## config.mk

```make
export PLATFORM = sky130hd
export DESIGN_NAME = scalar_angle_kalman_filter_core
export DESIGN_NICKNAME = d
export VERILOG_FILES = /design/src/rtl/scakf_pkg.sv /design/src/rtl/scalar_angle_kalman_filter_core.sv
export SDC_FILE = /design/constraint.sdc
export NUM_CORES = 2
export LEC_CHECK = 0
export ABC_AREA = 1
export BUFFER_PORTS_ARGS = -buffer_cell sky130_fd_sc_hd__buf_2
export CAP_MARGIN = 30
export CORE_AREA = 5 5 457 459
export CTS_CLUSTER_DIAMETER = 120
export CTS_CLUSTER_SIZE = 24
export DETAILED_ROUTE_END_ITERATION = 8
export DIE_AREA = 0 0 462 464
export RECOVER_POWER = 25
export SYNTH_ARGS = -nofsm -noshare
export SYNTH_HDL_FRONTEND = slang
export SYNTH_SLANG_ARGS = --single-unit
```

## constraint.sdc

```tcl
create_clock -name clk -period 10.1 [get_ports clk]
set_input_delay 1.515 -clock clk [delete_from_list [all_inputs] [get_ports clk]]
set_output_delay 1.515 -clock clk [all_outputs]
set_load 0.02 [all_outputs]
```

## src/rtl/scakf_pkg.sv

```systemverilog
// ----------------------------------------------------------------------------
// scakf_pkg
// Shared types, codes and helpers of the scalar angle Kalman filter core.
// ----------------------------------------------------------------------------
package scakf_pkg;

	// working width for angles, errors and sums of the datapath
	typedef logic signed [35:0] wide_t;

	// step kind codes
	typedef logic [2:0] kind_t;
	localparam kind_t KIND_SEEDED   = 3'd0;
	localparam kind_t KIND_PREDICT  = 3'd1;
	localparam kind_t KIND_FUSED    = 3'd2;
	localparam kind_t KIND_BLENDED  = 3'd3;
	localparam kind_t KIND_TAKEOVER = 3'd4;
	localparam kind_t KIND_RESET    = 3'd5;

	// configuration register indexes
	typedef logic [2:0] reg_idx_t;
	localparam reg_idx_t REG_PROCESS_NOISE = 3'd0;
	localparam reg_idx_t REG_MEASURE_NOISE = 3'd1;
	localparam reg_idx_t REG_SAMPLE_PERIOD = 3'd2;
	localparam reg_idx_t REG_CHI_THRESHOLD = 3'd3;
	localparam reg_idx_t REG_ADAPTIVE_MODE = 3'd4;

	// reset values of the registers
	localparam logic [31:0] RST_MEASURE_NOISE = 32'd6711;
	localparam logic [23:0] RST_SAMPLE_PERIOD = 24'd33554;
	localparam logic [15:0] RST_CHI_THRESHOLD = 16'd983;

	localparam logic [31:0] ONE_Q24 = 32'd16777216;
	localparam wide_t DEG180 = 36'sd11796480;
	// 360 degrees in Q16.16 scaled by 2^10, first subtrahend of the wrap reduction
	localparam logic [35:0] DEG360_TOP = 36'd24159191040;
	localparam wide_t S32_MAX = 36'sd2147483647;
	localparam wide_t S32_MIN = -36'sd2147483648;

	// wrap unit modes
	typedef logic [1:0] wrap_mode_t;
	localparam wrap_mode_t WRAP_PASS = 2'd0;
	localparam wrap_mode_t WRAP_HIGH = 2'd1;
	localparam wrap_mode_t WRAP_LOW  = 2'd2;

	// iteration counts of the serial units
	localparam logic [5:0] MUL_STEPS  = 6'd32;
	localparam logic [5:0] DIV_STEPS  = 6'd24;
	localparam logic [5:0] WRAP_STEPS = 6'd11;

	function automatic logic signed [31:0] sat32(input wide_t v);
		logic signed [31:0] r;
		if (v > S32_MAX) begin
			r = 32'sh7fffffff;
		end else if (v < S32_MIN) begin
			r = 32'sh80000000;
		end else begin
			r = v[31:0];
		end
		return r;
	endfunction

	// divide by 2^24 rounding half up on a magnitude
	function automatic logic [41:0] rnd24(input logic [65:0] p);
		logic [65:0] s;
		s = p + 66'd8388608;
		return s[65:24];
	endfunction

	// apply a sign to a rounded magnitude
	function automatic wide_t neg_if(input logic neg, input logic [41:0] mag);
		wide_t m;
		m = {1'b0, mag[34:0]};
		return neg ? -m : m;
	endfunction

endpackage

```

## src/rtl/scalar_angle_kalman_filter_core.sv

```systemverilog
// ----------------------------------------------------------------------------
// scalar_angle_kalman_filter_core
// One-state Kalman filter for an angle with a bit-serial datapath.
// ----------------------------------------------------------------------------
// usage
//   input words arrive on item_valid / item_stall: an update (req_type 0)
//   carrying a measured angle and a rate, or a reset (req_type 1) that
//   reseeds the angle. each input word gives exactly one result word on
//   result_valid / result_stall: estimate, variance and step kind.
//   registers are written through cfg_we / cfg_index / cfg_data while idle.
// datapath
//   one word is worked at a time. a shared shift-add multiplier works each
//   product as a load, 32 bit steps and a finish, a restoring divider
//   takes 24 quotient bits and a wrap reducer 11 steps; the sequencer adds
//   its decide, gate and done states. the next word is taken in the cycle
//   after the result is handed over.
// reset
//   arst_n clears the estimate to zero, variance to 1.0, seeded flag and the
//   registers to their defaults; no result is pending after reset.
// stall
//   a finished result sits in the output register until taken; the next word
//   is accepted meanwhile, and its result waits in the done state.
// ----------------------------------------------------------------------------
module scalar_angle_kalman_filter_core (
	input  logic                clk,
	input  logic                arst_n,
	// configuration
	input  logic                cfg_we,
	input  logic [2:0]          cfg_index,
	input  logic [31:0]         cfg_data,
	// input words
	input  logic                item_valid,
	output logic                item_stall,
	input  logic                req_type,
	input  logic signed [24:0]  angle_value,
	input  logic                angle_valid,
	input  logic signed [27:0]  rate_value,
	input  logic                rate_valid,
	// result words
	output logic                result_valid,
	input  logic                result_stall,
	output logic signed [31:0]  angle_estimate,
	output logic [31:0]         variance_estimate,
	output logic [2:0]          step_kind
);

	// sequencer states
	localparam logic [4:0] ST_IDLE     = 5'd0;
	localparam logic [4:0] ST_DU       = 5'd1;
	localparam logic [4:0] ST_DECIDE   = 5'd2;
	localparam logic [4:0] ST_RST_WRAP = 5'd3;
	localparam logic [4:0] ST_PRD_WRAP = 5'd4;
	localparam logic [4:0] ST_WRAP_X   = 5'd5;
	localparam logic [4:0] ST_GAIN     = 5'd6;
	localparam logic [4:0] ST_WRAP_E   = 5'd7;
	localparam logic [4:0] ST_KE       = 5'd8;
	localparam logic [4:0] ST_WRAP_F   = 5'd9;
	localparam logic [4:0] ST_M2       = 5'd10;
	localparam logic [4:0] ST_CHI      = 5'd11;
	localparam logic [4:0] ST_GATE     = 5'd12;
	localparam logic [4:0] ST_RATIO    = 5'd13;
	localparam logic [4:0] ST_RD       = 5'd14;
	localparam logic [4:0] ST_SHRINK   = 5'd15;
	localparam logic [4:0] ST_DONE     = 5'd16;

	logic [4:0] state_q;

	// configuration registers
	logic [31:0] pnoise_q;
	logic [31:0] mnoise_q;
	logic [23:0] dt_q;
	logic [15:0] chi_q;
	logic        adaptive_q;

	// filter state
	logic signed [31:0] est_x_q;
	logic [31:0]        est_p_q;
	logic               seeded_q;

	// captured input word
	logic               req_q;
	logic               zv_q;
	logic               uv_q;
	logic signed [24:0] z_q;
	logic signed [27:0] u_q;

	// working registers of one update
	scakf_pkg::wide_t du_q;
	scakf_pkg::wide_t xp_q;
	scakf_pkg::wide_t e_q;
	logic [31:0]      pp_q;
	logic [32:0]      s_q;
	logic [24:0]      k_q;
	logic [23:0]      ratio_q;
	logic [49:0]      m2_q;
	logic [48:0]      t_q;
	logic             blend_q;
	scakf_pkg::kind_t kind_q;

	// serial units
	logic        op_run_q;
	logic [5:0]  cnt_q;
	logic [65:0] prod_q;
	logic [33:0] mul_a_q;
	logic [54:0] rem_q;
	logic [53:0] den_q;
	logic [24:0] quo_q;
	scakf_pkg::wide_t        wr_a_q;
	logic [35:0]             wr_d_q;
	logic [35:0]             wr_sub_q;
	scakf_pkg::wrap_mode_t   wr_mode_q;

	// output register
	logic               result_valid_q;
	logic signed [31:0] res_angle_q;
	logic [31:0]        res_var_q;
	scakf_pkg::kind_t   res_kind_q;

	// combinational datapath
	scakf_pkg::wide_t z_w;
	scakf_pkg::wide_t x_w;
	scakf_pkg::wide_t xdu;
	scakf_pkg::wide_t e_d;
	scakf_pkg::wide_t m_d;
	scakf_pkg::wide_t e_abs;
	scakf_pkg::wide_t ke;
	scakf_pkg::wide_t xk;
	scakf_pkg::wide_t rd;
	scakf_pkg::wide_t wrap_res;
	logic [32:0] psum;
	logic [31:0] pp_d;
	logic [32:0] s_d;
	logic        small_d;
	logic [27:0] u_abs;
	logic [53:0] m2x10;
	logic [52:0] t9;
	logic [41:0] prod_rnd;
	logic        res_load;

	logic        is_mul;
	logic        is_div;
	logic        is_wrap;
	logic [5:0]  op_len;
	logic        op_fin;
	logic        op_start;
	logic        gain_skip;
	logic        gain_top;
	logic [32:0] gain_rem;

	// operands loaded into a unit at start
	logic [33:0] op_a;
	logic [31:0] op_b;
	logic [54:0] op_rem;
	logic [53:0] op_den;
	logic [24:0] op_quo;
	scakf_pkg::wide_t      op_wa;
	scakf_pkg::wrap_mode_t wr_mode_d;
	logic [35:0]           wr_d_d;

	// unit step logic
	logic [34:0] mul_sum;
	logic [54:0] rem_sh;
	logic        rem_ge;

	assign z_w   = {{11{z_q[24]}}, z_q};
	assign x_w   = {{4{est_x_q[31]}}, est_x_q};
	assign xdu   = x_w + du_q;
	assign psum  = {1'b0, est_p_q} + {1'b0, pnoise_q};
	assign pp_d  = psum[32] ? 32'hffff_ffff : psum[31:0];
	assign s_d   = {1'b0, pp_d} + {1'b0, mnoise_q};
	assign e_d   = z_w - xdu;
	assign m_d   = e_d[35] ? -e_d : e_d;
	assign small_d = (m_d[35:25] == 11'd0);
	assign e_abs = e_q[35] ? -e_q : e_q;
	assign u_abs = u_q[27] ? 28'(-u_q) : 28'(u_q);
	assign m2x10 = {1'b0, m2_q, 3'b000} + {3'b000, m2_q, 1'b0};
	assign t9    = {1'b0, t_q, 3'b000} + {4'b0000, t_q};
	assign prod_rnd = scakf_pkg::rnd24(prod_q);
	assign ke    = scakf_pkg::neg_if(e_q[35], prod_rnd);
	assign xk    = xp_q + ke;
	assign rd    = scakf_pkg::neg_if(e_q[35], prod_rnd);

	// result handover when the output register is free or being taken
	assign res_load = (state_q == ST_DONE) && (!result_valid_q || !result_stall);

	// wrap result from the reduced distance past the nearest bound
	always_comb begin
		case (wr_mode_q)
			scakf_pkg::WRAP_HIGH: begin
				wrap_res = (wr_d_q == 36'd0) ? scakf_pkg::DEG180
					: $signed(wr_d_q) - scakf_pkg::DEG180;
			end
			scakf_pkg::WRAP_LOW: begin
				wrap_res = (wr_d_q == 36'd0) ? -scakf_pkg::DEG180
					: scakf_pkg::DEG180 - $signed(wr_d_q);
			end
			default: begin
				wrap_res = wr_a_q;
			end
		endcase
	end

	// which unit a state uses
	always_comb begin
		is_mul  = 1'b0;
		is_div  = 1'b0;
		is_wrap = 1'b0;
		unique case (state_q)
			ST_DU, ST_KE, ST_M2, ST_CHI, ST_RD, ST_SHRINK: is_mul = 1'b1;
			ST_GAIN, ST_RATIO: is_div = 1'b1;
			ST_RST_WRAP, ST_PRD_WRAP, ST_WRAP_X, ST_WRAP_E, ST_WRAP_F: is_wrap = 1'b1;
			default: is_mul = 1'b0;
		endcase
	end

	assign op_len    = is_mul ? scakf_pkg::MUL_STEPS
		: (is_div ? scakf_pkg::DIV_STEPS : scakf_pkg::WRAP_STEPS);
	assign op_fin    = op_run_q && (cnt_q == op_len);
	assign gain_skip = (state_q == ST_GAIN) && (s_q == 33'd0);
	assign op_start  = (is_mul || is_div || is_wrap) && !op_run_q && !gain_skip;

	// gain: top quotient bit set only when P+R equals P
	assign gain_top = ({1'b0, pp_q} >= s_q);
	assign gain_rem = {1'b0, pp_q} - (gain_top ? s_q : 33'd0);

	// operands per state
	always_comb begin
		op_a   = '0;
		op_b   = '0;
		op_rem = '0;
		op_den = '0;
		op_quo = '0;
		op_wa  = '0;
		case (state_q)
			ST_DU: begin
				op_a = {6'd0, u_abs};
				op_b = {8'd0, dt_q};
			end
			ST_KE: begin
				op_a = e_abs[33:0];
				op_b = {7'd0, k_q};
			end
			ST_M2: begin
				op_a = e_abs[33:0];
				op_b = e_abs[31:0];
			end
			ST_CHI: begin
				op_a = {1'b0, s_q};
				op_b = {16'd0, chi_q};
			end
			ST_RD: begin
				op_a = e_abs[33:0];
				op_b = {8'd0, ratio_q};
			end
			ST_SHRINK: begin
				op_a = {2'b00, pp_q};
				op_b = {7'd0, 25'(scakf_pkg::ONE_Q24) - k_q};
			end
			ST_GAIN: begin
				op_rem = {22'd0, gain_rem};
				op_den = {21'd0, s_q};
				op_quo = {24'd0, gain_top};
			end
			ST_RATIO: begin
				op_rem = {1'b0, m2x10 - {5'd0, t_q}};
				op_den = {1'b0, t9};
			end
			ST_RST_WRAP: op_wa = z_w;
			ST_PRD_WRAP, ST_WRAP_X: op_wa = xdu;
			ST_WRAP_E: op_wa = z_w - xp_q;
			ST_WRAP_F: op_wa = xp_q;
			default: op_wa = '0;
		endcase
	end

	always_comb begin
		if (op_wa < -scakf_pkg::DEG180) begin
			wr_mode_d = scakf_pkg::WRAP_LOW;
			wr_d_d    = 36'(-scakf_pkg::DEG180 - op_wa);
		end else if (op_wa > scakf_pkg::DEG180) begin
			wr_mode_d = scakf_pkg::WRAP_HIGH;
			wr_d_d    = 36'(op_wa - scakf_pkg::DEG180);
		end else begin
			wr_mode_d = scakf_pkg::WRAP_PASS;
			wr_d_d    = '0;
		end
	end

	assign mul_sum = {1'b0, prod_q[65:32]} + (prod_q[0] ? {1'b0, mul_a_q} : 35'd0);
	assign rem_sh  = {rem_q[53:0], 1'b0};
	assign rem_ge  = (rem_sh >= {1'b0, den_q});

	// serial units: one multiplier bit, one quotient bit or one wrap step a cycle
	always_ff @(posedge clk or negedge arst_n) begin
		if (!arst_n) begin
			cnt_q <= '0;
		end else if (op_start) begin
			cnt_q <= '0;
		end else if (op_run_q && !op_fin) begin
			cnt_q <= cnt_q + 6'd1;
		end
	end

	always_ff @(posedge clk) begin
		if (op_start) begin
			mul_a_q   <= op_a;
			prod_q    <= {34'd0, op_b};
			rem_q     <= op_rem;
			den_q     <= op_den;
			quo_q     <= op_quo;
			wr_a_q    <= op_wa;
			wr_mode_q <= wr_mode_d;
			wr_d_q    <= wr_d_d;
			wr_sub_q  <= scakf_pkg::DEG360_TOP;
		end else if (op_run_q && !op_fin) begin
			if (is_mul) begin
				prod_q <= {mul_sum, prod_q[31:1]};
			end
			if (is_div) begin
				rem_q <= rem_ge ? rem_sh - {1'b0, den_q} : rem_sh;
				quo_q <= {quo_q[23:0], rem_ge};
			end
			if (is_wrap) begin
				if (wr_d_q >= wr_sub_q) begin
					wr_d_q <= wr_d_q - wr_sub_q;
				end
				wr_sub_q <= {1'b0, wr_sub_q[35:1]};
			end
		end
	end

	// configuration writes
	always_ff @(posedge clk or negedge arst_n) begin
		if (!arst_n) begin
			pnoise_q   <= '0;
			mnoise_q   <= scakf_pkg::RST_MEASURE_NOISE;
			dt_q       <= scakf_pkg::RST_SAMPLE_PERIOD;
			chi_q      <= scakf_pkg::RST_CHI_THRESHOLD;
			adaptive_q <= 1'b0;
		end else if (cfg_we) begin
			unique case (cfg_index)
				scakf_pkg::REG_PROCESS_NOISE: pnoise_q   <= cfg_data;
				scakf_pkg::REG_MEASURE_NOISE: mnoise_q   <= cfg_data;
				scakf_pkg::REG_SAMPLE_PERIOD: dt_q       <= cfg_data[23:0];
				scakf_pkg::REG_CHI_THRESHOLD: chi_q      <= cfg_data[15:0];
				scakf_pkg::REG_ADAPTIVE_MODE: adaptive_q <= cfg_data[0];
				default: adaptive_q <= adaptive_q;
			endcase
		end
	end

	// payload of one word, no reset needed
	always_ff @(posedge clk) begin
		if (state_q == ST_IDLE && item_valid) begin
			req_q <= req_type;
			z_q   <= angle_value;
			zv_q  <= angle_valid;
			uv_q  <= rate_valid;
			// an invalid rate counts as zero
			u_q   <= rate_valid ? rate_value : 28'sd0;
		end
	end

	// sequencer
	always_ff @(posedge clk or negedge arst_n) begin
		if (!arst_n) begin
			state_q        <= ST_IDLE;
			op_run_q       <= 1'b0;
			est_x_q        <= '0;
			est_p_q        <= scakf_pkg::ONE_Q24;
			seeded_q       <= 1'b0;
			result_valid_q <= 1'b0;
			res_angle_q    <= '0;
			res_var_q      <= '0;
			res_kind_q     <= scakf_pkg::KIND_SEEDED;
			du_q           <= '0;
			xp_q           <= '0;
			e_q            <= '0;
			pp_q           <= '0;
			s_q            <= '0;
			k_q            <= '0;
			ratio_q        <= '0;
			m2_q           <= '0;
			t_q            <= '0;
			blend_q        <= 1'b0;
			kind_q         <= scakf_pkg::KIND_SEEDED;
		end else begin
			if (op_start) begin
				op_run_q <= 1'b1;
			end else if (op_fin) begin
				op_run_q <= 1'b0;
			end
			if (res_load) begin
				result_valid_q <= 1'b1;
			end else if (result_valid_q && !result_stall) begin
				result_valid_q <= 1'b0;
			end

			unique case (state_q)
				ST_IDLE: begin
					if (item_valid) begin
						state_q <= ST_DU;
					end
				end
				ST_DU: begin
					if (op_fin) begin
						du_q    <= scakf_pkg::neg_if(u_q[27], prod_rnd);
						state_q <= ST_DECIDE;
					end
				end
				ST_DECIDE: begin
					if (req_q) begin
						state_q <= ST_RST_WRAP;
					end else if (!seeded_q && zv_q) begin
						// first measurement seeds the estimate as given
						est_x_q  <= {{7{z_q[24]}}, z_q};
						seeded_q <= 1'b1;
						kind_q   <= scakf_pkg::KIND_SEEDED;
						state_q  <= ST_DONE;
					end else if (!zv_q) begin
						est_p_q <= pp_d;
						kind_q  <= scakf_pkg::KIND_PREDICT;
						if (adaptive_q) begin
							est_x_q <= scakf_pkg::sat32(xdu);
							state_q <= ST_DONE;
						end else if (uv_q) begin
							state_q <= ST_PRD_WRAP;
						end else begin
							state_q <= ST_DONE;
						end
					end else if (!adaptive_q) begin
						pp_q    <= pp_d;
						s_q     <= s_d;
						kind_q  <= scakf_pkg::KIND_FUSED;
						state_q <= ST_WRAP_X;
					end else begin
						pp_q <= pp_d;
						s_q  <= s_d;
						xp_q <= xdu;
						e_q  <= e_d;
						if (!small_d || s_d == 33'd0) begin
							est_x_q <= {{7{z_q[24]}}, z_q};
							est_p_q <= mnoise_q;
							kind_q  <= scakf_pkg::KIND_TAKEOVER;
							state_q <= ST_DONE;
						end else begin
							state_q <= ST_M2;
						end
					end
				end
				ST_RST_WRAP: begin
					if (op_fin) begin
						est_x_q  <= wrap_res[31:0];
						est_p_q  <= scakf_pkg::ONE_Q24;
						seeded_q <= 1'b1;
						kind_q   <= scakf_pkg::KIND_RESET;
						state_q  <= ST_DONE;
					end
				end
				ST_PRD_WRAP: begin
					if (op_fin) begin
						est_x_q <= wrap_res[31:0];
						state_q <= ST_DONE;
					end
				end
				ST_WRAP_X: begin
					if (op_fin) begin
						xp_q    <= wrap_res;
						state_q <= ST_GAIN;
					end
				end
				ST_GAIN: begin
					// zero P+R gives a zero gain
					if (gain_skip || op_fin) begin
						k_q     <= gain_skip ? 25'd0 : quo_q;
						state_q <= adaptive_q ? ST_KE : ST_WRAP_E;
					end
				end
				ST_WRAP_E: begin
					if (op_fin) begin
						e_q     <= wrap_res;
						state_q <= ST_KE;
					end
				end
				ST_KE: begin
					if (op_fin) begin
						if (!adaptive_q) begin
							xp_q    <= xk;
							state_q <= ST_WRAP_F;
						end else if (!blend_q) begin
							est_x_q <= scakf_pkg::sat32(xk);
							state_q <= ST_SHRINK;
						end else begin
							// blend pulls the corrected estimate further toward z
							xp_q    <= xk;
							e_q     <= z_w - xk;
							state_q <= ST_RATIO;
						end
					end
				end
				ST_WRAP_F: begin
					if (op_fin) begin
						est_x_q <= wrap_res[31:0];
						state_q <= ST_SHRINK;
					end
				end
				ST_M2: begin
					if (op_fin) begin
						m2_q    <= prod_q[49:0];
						state_q <= ST_CHI;
					end
				end
				ST_CHI: begin
					if (op_fin) begin
						t_q     <= prod_q[48:0];
						state_q <= ST_GATE;
					end
				end
				ST_GATE: begin
					// score against chi/10 and chi, both scaled by P+Q+R
					if (m2x10 < {5'd0, t_q}) begin
						blend_q <= 1'b0;
						kind_q  <= scakf_pkg::KIND_FUSED;
						state_q <= ST_GAIN;
					end else if ({4'd0, m2_q} < {5'd0, t_q}) begin
						blend_q <= 1'b1;
						kind_q  <= scakf_pkg::KIND_BLENDED;
						state_q <= ST_GAIN;
					end else begin
						est_x_q <= {{7{z_q[24]}}, z_q};
						est_p_q <= mnoise_q;
						kind_q  <= scakf_pkg::KIND_TAKEOVER;
						state_q <= ST_DONE;
					end
				end
				ST_RATIO: begin
					if (op_fin) begin
						ratio_q <= quo_q[23:0];
						state_q <= ST_RD;
					end
				end
				ST_RD: begin
					if (op_fin) begin
						est_x_q <= scakf_pkg::sat32(xp_q + rd);
						state_q <= ST_SHRINK;
					end
				end
				ST_SHRINK: begin
					if (op_fin) begin
						est_p_q <= prod_rnd[31:0];
						state_q <= ST_DONE;
					end
				end
				ST_DONE: begin
					// hand the word over once the output register is free
					if (res_load) begin
						res_angle_q    <= est_x_q;
						res_var_q      <= est_p_q;
						res_kind_q     <= kind_q;
						state_q        <= ST_IDLE;
					end
				end
				default: begin
					state_q <= ST_IDLE;
				end
			endcase
		end
	end

	assign item_stall        = (state_q != ST_IDLE);
	assign result_valid      = result_valid_q;
	assign angle_estimate    = res_angle_q;
	assign variance_estimate = res_var_q;
	assign step_kind         = res_kind_q;

	// an accepted word always starts with the rate product
	a_accept_starts: assert property (@(posedge clk) disable iff (!arst_n)
		(state_q == ST_IDLE && item_valid) |=> (state_q == ST_DU))
		else $error("accepted word did not start the rate product");

	// once seeded the filter stays seeded until reset
	a_seeded_holds: assert property (@(posedge clk) disable iff (!arst_n)
		!$fell(seeded_q))
		else $error("seeded flag dropped");

	// standard fusion and reset results lie within plus or minus 180 degrees
	a_wrapped: assert property (@(posedge clk) disable iff (!arst_n)
		($rose(result_valid_q) && !adaptive_q
			&& (res_kind_q == scakf_pkg::KIND_FUSED || res_kind_q == scakf_pkg::KIND_RESET))
		|-> (res_angle_q <= 32'sd11796480 && res_angle_q >= -32'sd11796480))
		else $error("wrapped estimate out of range");

	// a takeover sets the variance to the measurement noise
	a_takeover_var: assert property (@(posedge clk) disable iff (!arst_n)
		($rose(result_valid_q) && res_kind_q == scakf_pkg::KIND_TAKEOVER)
		|-> (res_var_q == mnoise_q))
		else $error("takeover variance differs from measurement noise");

endmodule

```

# Word-level counts from Yosys, hierarchy flattened
# Cells that the tools add are included.
# word_totals
output_inout_bits,69
reg_bits,973
wordCells,340
# classes
magnitude_cmp,11
muxes,131
n_addsub,25
reduce_logical,75
n_eq_ne,55
bitwise_logic,2
# op_table
operator,n
32-bit 2-to-1 mux,30
36-bit 2-to-1 mux,26
54-bit 2-to-1 mux,4
36-bit case mux with 3 select lines,2
32-bit case mux with 6 select lines,1
32-bit case mux with 5 select lines,1
36-bit case mux with 4 select lines,1
34-bit case mux with 4 select lines,1
32-bit case mux with 4 select lines,1
5-bit 2-to-1 mux,22
54-bit case mux with 2 select lines,1
25-bit by 36-bit subtractor with 36-bit output,3
53-bit case mux with 2 select lines,1
25-bit 2-to-1 mux,4
"36-bit by 32-bit > comparator with 1-bit output, second input constant",2
"36-bit by 32-bit less-than comparator with 1-bit output, second input constant",2
36-bit case mux with 2 select lines,1
"25-bit by 36-bit subtractor with 36-bit output, first input constant",2
"36-bit by 25-bit subtractor with 36-bit output, second input constant",2
5-bit case mux with 14 select lines,1
34-bit 2-to-1 mux,2
32-bit by 32-bit adder with 33-bit output,2
33-bit zero test,2
"59-bit by 24-bit adder with 59-bit output, second input constant",1
other kinds (70),184

# Depth between registers and ports, before layout
# depth
depth_word,13
mapped_depth,54

# Least setup slack after synthesis
# Ideal clock, no wire load.
# synth_timing
kind,reg-to-reg
from,register state_q[3]
to,register quo_q[0] (enable)
path_slack_ns,2.161
n_path_buf,0
setup_time_ns,0.625
path_stages_with_launch,16
arrival_ns,7.314
cell_sequence,dfrtp_1 nand2_1 nor2_1 nand2_1 inv_2 nor2_1 inv_1 nor3_1 inv_1 nor2_1 inv_1 nand2_1 o21ai_1 nand2_1 nand2_1 o21ai_0
# synth_between
elab_chain_len,11
word_cells_on_any_way,34
cone_classes,eq/ne (14); mux (5); reduce/logical (15)
# synth_rtl
element,line_no,rtl
from (decl),scalar_angle_kalman_filter_core.sv:66,logic [4:0] state_q;
from (signal assigned),scalar_angle_kalman_filter_core.sv:476,state_q <= adaptive_q ? ST_KE : ST_WRAP_E;
5-bit by 3-bit equality test with 1-bit output or 5-bit by 4-bit equality test with 1-bit output (tied branches),"scalar_angle_kalman_filter_core.sv:208, scalar_angle_kalman_filter_core.sv:219",
2-bit OR reduction,scalar_angle_kalman_filter_core.sv:208,unique case (state_q)
1-bit 2-to-1 mux,scalar_angle_kalman_filter_core.sv:208,
5-bit 2-to-1 mux,scalar_angle_kalman_filter_core.sv:217,: (is_div ? scakf_pkg::DIV_STEPS : scakf_pkg::WRAP_STEPS);
6-bit 2-to-1 mux,scalar_angle_kalman_filter_core.sv:216,assign op_len = is_mul ? scakf_pkg::MUL_STEPS
6-bit equality test,scalar_angle_kalman_filter_core.sv:218,assign op_fin = op_run_q && (cnt_q == op_len);
1-bit logical AND,scalar_angle_kalman_filter_core.sv:218,
1-bit zero test,scalar_angle_kalman_filter_core.sv:315,end else if (op_run_q && !op_fin) begin
1-bit logical AND,scalar_angle_kalman_filter_core.sv:315,
2-bit nonzero test (no source line),--,
2-bit AND reduction (no source line) (*),--,
to (signal assigned),scalar_angle_kalman_filter_core.sv:310,quo_q <= op_quo;
to (signal assigned),scalar_angle_kalman_filter_core.sv:321,"quo_q <= {quo_q[23:0], rem_ge};"
to (decl),scalar_angle_kalman_filter_core.sv:107,logic [24:0] quo_q;
# Mark *: on every way between the ends. The rest lies on a longest branch, timed or not.
# A chain may end at the register's enable or synchronous reset.

# Worst setup path after layout
# layout_timing
from,register prod_q[23]
to,register e_q[35]
# layout_between
elab_chain_len,9
# layout_rtl
element,line_no,rtl
from (decl),scalar_angle_kalman_filter_core.sv:103,logic [65:0] prod_q;
from (signal assigned),scalar_angle_kalman_filter_core.sv:307,"prod_q <= {34'd0, op_b};"
from (signal assigned),scalar_angle_kalman_filter_core.sv:317,"prod_q <= {mul_sum, prod_q[31:1]};"
59-bit by 24-bit adder with 59-bit output (*),scakf_pkg.sv:65,s = p + 66'd8388608;
35-bit negator with 36-bit output,scakf_pkg.sv:73,return neg ? -m : m;
36-bit 2-to-1 mux (*),scakf_pkg.sv:73,
named net ke[0],scalar_angle_kalman_filter_core.sv:126,scakf_pkg::wide_t ke;
36-bit adder (*),scalar_angle_kalman_filter_core.sv:180,assign xk = xp_q + ke;
25-bit by 36-bit subtractor with 36-bit output (*),scalar_angle_kalman_filter_core.sv:496,e_q <= z_w - xk;
36-bit 2-to-1 mux (*),scalar_angle_kalman_filter_core.sv:490,end else if (!blend_q) begin
36-bit 2-to-1 mux (*),scalar_angle_kalman_filter_core.sv:487,if (!adaptive_q) begin
36-bit 2-to-1 mux (*),scalar_angle_kalman_filter_core.sv:486,if (op_fin) begin
36-bit case mux with 3 select lines (*),scalar_angle_kalman_filter_core.sv:399,unique case (state_q)
to (signal assigned),scalar_angle_kalman_filter_core.sv:481,e_q <= wrap_res;
to (signal assigned),scalar_angle_kalman_filter_core.sv:496,
to (decl),scalar_angle_kalman_filter_core.sv:90,scakf_pkg::wide_t e_q;
# Mark *: on every way through the listed nets, which the timed path passes. The rest lies on a longest branch. The select of a mux whose other input is x is not followed.

==> impl_metrics.csv <==
group,metric,value,unit
sta,final.min_clock_period,9.35,ns
synth,yosys_warnings,0,
final_layout,share_of_post_route_cells_with_drive_strength_above_1,0.0600,
sta,hold_viol,0,
grt,use_met1,0.456,
floorplan,dieArea,214000,sq um
grt,busiest_layer,"met2",
setup_path,crit_arrival,9.94,ns
synth,gate_count_post_synth,11400,
setup_path,critical_path.reg2reg.startpoint,"prod_q[23]",
clock_network,clk_pin_slew_worst_paths,0.11,ns
final_layout,most-common-layout-cells,"sky130_fd_sc_hd__nand2_1 (2557), sky130_fd_sc_hd__inv_1 (1512), sky130_fd_sc_hd__o21ai_0 (1090)",
clock_network,insertion_delay,0.80,ns
setup_path,critPathMaxStageDelay,0.82,ns
clock_network,ctsRootBufferMaster,"sky130_fd_sc_hd__clkbuf_16",
final_layout,layout.nets,12200,
clock_network,cts_hold_buf,0,
sta,relative_slew_slack,-2.02,
route,route.detailed.vias_per_inst,5.83,
placed_design,hpwlAfterDp,307000,um
grt,gr-total-overflow,0,
synth,postSynthAreaPerCell,7.10,sq um
min_path,worstHoldStart,"wr_sub_q[25]",
placed_design,place.port_buffers,164,
floorplan,design.portCount,165,
route,drt_drc_violations_left,0,
final_layout,multiInputGateArea,48600,sq um
sta,worstMarginPinSlew,4.53,ns
sta,setup_viol,0,
setup_path,crit_path_start,"prod_q[23]",
route,count_of_routing_violations_after_the_opening_detailed_route_iteration,9157,
grt,grt_usage,0.336,
clock_network,cts_num_sinks,971,
clock_network,cts_h_tree_depth,2,
min_path,min_path_type,"reg -> reg",
sta,post-route-period-util,0.926,
final_layout,fillers,21400,
sta,max_clock_freq,107,MHz
synth,post_synth_num_cell_types,86,
grt,met2_usage,0.521,
grt,first_global_vias,77700,
route,remaining_number_of_nets_flagged_by_the_antenna_check_after_routing,0,
flow_run,maxCapViolations,10,
final_layout,layout.cells.most_common,"sky130_fd_sc_hd__nand2_1",
clock_network,tritoncts.num_buffers,53,
route,drt_pass1_iterations,6,
floorplan,core_region_area,204000,sq um
setup_path,required,10.69,ns
setup_path,worst-path-max-fanout,6,
setup_path,crit_end_element,"flip-flop",
floorplan,row_count,166,
floorplan,dieWidth,462,um
synth,syn-num-nets,12200,
setup_path,setup.worst_path.start_class,"flip-flop",
synth,asyncSetResetFlopFracSynth,0.591,
setup_path,timing.reg2reg.worst_path_depth,51,
status,failing_checks,"capacitance limit, slew limit",
final_layout,seq_area,25600,sq um
clock_network,cts_post_setup_buffers_inserted,0,
synth,yosysSeqAreaShare,0.315,
synth,synth-main-ff-cell,"sky130_fd_sc_hd__dfrtp_1",
placed_design,gp_congestion,1.06,
route,vias,82700,
synth,synth-edff-count,328,
synth,syn_area,81300,sq um
floorplan,initial_utilization,0.398,
sta,final.setup.tns,0,ns
grt,grt_max_degree,163,
sta,finalClockSkew,0.0859,ns
setup_path,critPathKind,"reg -> reg",
grt,antenna_found_initial,30,
floorplan,die_h,464,um
final_layout,syn2layout_area_growth,7.18,%
grt,grt_first_pass_wirelength,536000,um
clock_network,tritoncts,"yes",
sta,grt_setup_unrepaired,"false",
min_path,hold_depth,2,
clock_network,buffer_depth_of_the_longest_clock_path,3,
route,detail_route.wl_per_cell,26.4,um
status,run_status,"complete, but fails checks",
route,routed_wirelength,375000,um
grt,globalRouteMet3Util,0.0739,
clock_network,cts-resized-gates,0,
setup_path,timing.critical_path.slowest_stage_cell,"sky130_fd_sc_hd__xor2_1",
synth,ys_ff_latch,971,
sta,slew_violations,554,
[final timing paths]
check	endpoint	slack, ns
max	e_q[35]	0.75
min	wr_sub_q[24]	0.46
max reg2reg	e_q[35]	0.75
min reg2reg	wr_sub_q[24]	0.46
max in group asynchronous	e_q[35]	2.12
min in group asynchronous	angle_estimate[30]	2.33
[flip-flops by register name (all words and copies together) (netlist names), 28 cells and up]
| register | count |
|---|---|
| angle_estimate | 32 |
| den_q | 53 |
| du_q | 36 |
| e_q | 35 |
| est_p_q | 32 |
| est_x_q | 32 |
| m2_q | 50 |
| mnoise_q | 32 |
| mul_a_q | 34 |
| pnoise_q | 32 |
| pp_q | 32 |
| prod_q | 66 |
| rem_q | 54 |
| s_q | 33 |
| t_q | 49 |
| u_q | 28 |
| variance_estimate | 32 |
| wr_a_q | 36 |
| wr_d_q | 36 |
| wr_sub_q | 35 |
| xp_q | 36 |
[per-layer routing]
layer  vias up  part of all wire
li1      38600                 -
met1     39700              0.42
met2      3739              0.44
met3       635             0.092
met4        12             0.048
met5         -           0.00024
[through the flow]
step	setup WS, ns	std cells	cell area (sq um)	hold slack, ns	util
after global routing	0.167	14200	87100	0.509	0.427
after floorplan	2.16	11400	81300	0.438	-
after CTS	1.13	14200	87100	0.476	0.427
after global placement	0.795	14100	85100	0.457	0.417
final	0.750	14200	87100	0.464	0.427
after detailed placement	1.18	14100	85400	0.461	0.418
[cell families (layout without fill, tap and decap cells)]
family / after synthesis / count (layout) / synth area share
adders and majority gates: 642 / 642 / 0.100
muxes: 67 / 67 / 0.00925
and+or+nand+nor: 4444 / 4444 / 0.230
DFF: 971 / 971 / 0.315
AOI/OAI and AO/OA: 2971 / 2971 / 0.206
buffers and inverters: 1890 / 1940 / 0.0895
xor gates and xnor gates: 461 / 461 / 0.0497
other: 0 / 17 / 0
[Yosys cell counts, types with 46 or more instances]
| cell | count | area share |
|---|---|---|
| sky130_fd_sc_hd__nand2_1 | 2564 | 0.12 |
| sky130_fd_sc_hd__inv_1 | 1515 | 0.070 |
| sky130_fd_sc_hd__o21ai_0 | 1096 | 0.067 |
| sky130_fd_sc_hd__a21oi_1 | 1051 | 0.065 |
| sky130_fd_sc_hd__nor2_1 | 885 | 0.041 |
| sky130_fd_sc_hd__ha_1 | 628 | 0.097 |
| sky130_fd_sc_hd__dfrtp_1 | 552 | 0.17 |
| sky130_fd_sc_hd__nand3_1 | 457 | 0.028 |
| sky130_fd_sc_hd__edfxtp_1 | 328 | 0.12 |
| sky130_fd_sc_hd__xor2_1 | 293 | 0.032 |
| sky130_fd_sc_hd__clkbuf_1 | 266 | 0.012 |
| sky130_fd_sc_hd__xnor2_1 | 168 | 0.018 |
| sky130_fd_sc_hd__nand4_1 | 133 | 0.010 |
| sky130_fd_sc_hd__nor3_1 | 129 | 0.0079 |
| sky130_fd_sc_hd__a31oi_1 | 105 | 0.0081 |
| sky130_fd_sc_hd__o21ai_1 | 100 | 0.0062 |
| sky130_fd_sc_hd__o22ai_1 | 87 | 0.0067 |
| sky130_fd_sc_hd__o211ai_1 | 86 | 0.0079 |
| sky130_fd_sc_hd__dfxtp_1 | 69 | 0.017 |
| sky130_fd_sc_hd__mux2_2 | 65 | 0.0090 |
| sky130_fd_sc_hd__o221ai_1 | 57 | 0.0061 |
| sky130_fd_sc_hd__o21a_1 | 52 | 0.0048 |
| sky130_fd_sc_hd__nand2_2 | 48 | 0.0037 |
| sky130_fd_sc_hd__nand3b_1 | 48 | 0.0044 |
| sky130_fd_sc_hd__nor4_1 | 46 | 0.0035 |
[layout make-up]
| cell class | instances | share of cell area |
|---|---|---|
| Clock buffer | 79 | 0.0171 |
| Antenna cell | 17 | 0.000488 |
| Clock inverter | 20 | 0.00333 |
| Sequential cell | 971 | 0.294 |
| Timing Repair Buffer | 300 | 0.0217 |
| Multi-Input combinational cell | 8585 | 0.558 |
| Tap cell | 2688 | 0.0386 |
| Inverter | 1541 | 0.0664 |
[critical path, delay by kind of cell (launching register included)]
kind                       cells  cell delay (ns)
AOI/OAI and AO/OA              9             1.83
DFF                            1             0.43
xor gates and xnor gates       3             1.14
adders and majority gates      4             1.52
and+or+nand+nor               27             3.29
buffers and inverters          8             0.90
Power is not shown: default switching activity piles up to over one toggle a cycle in this logic, so the estimate is an artifact.
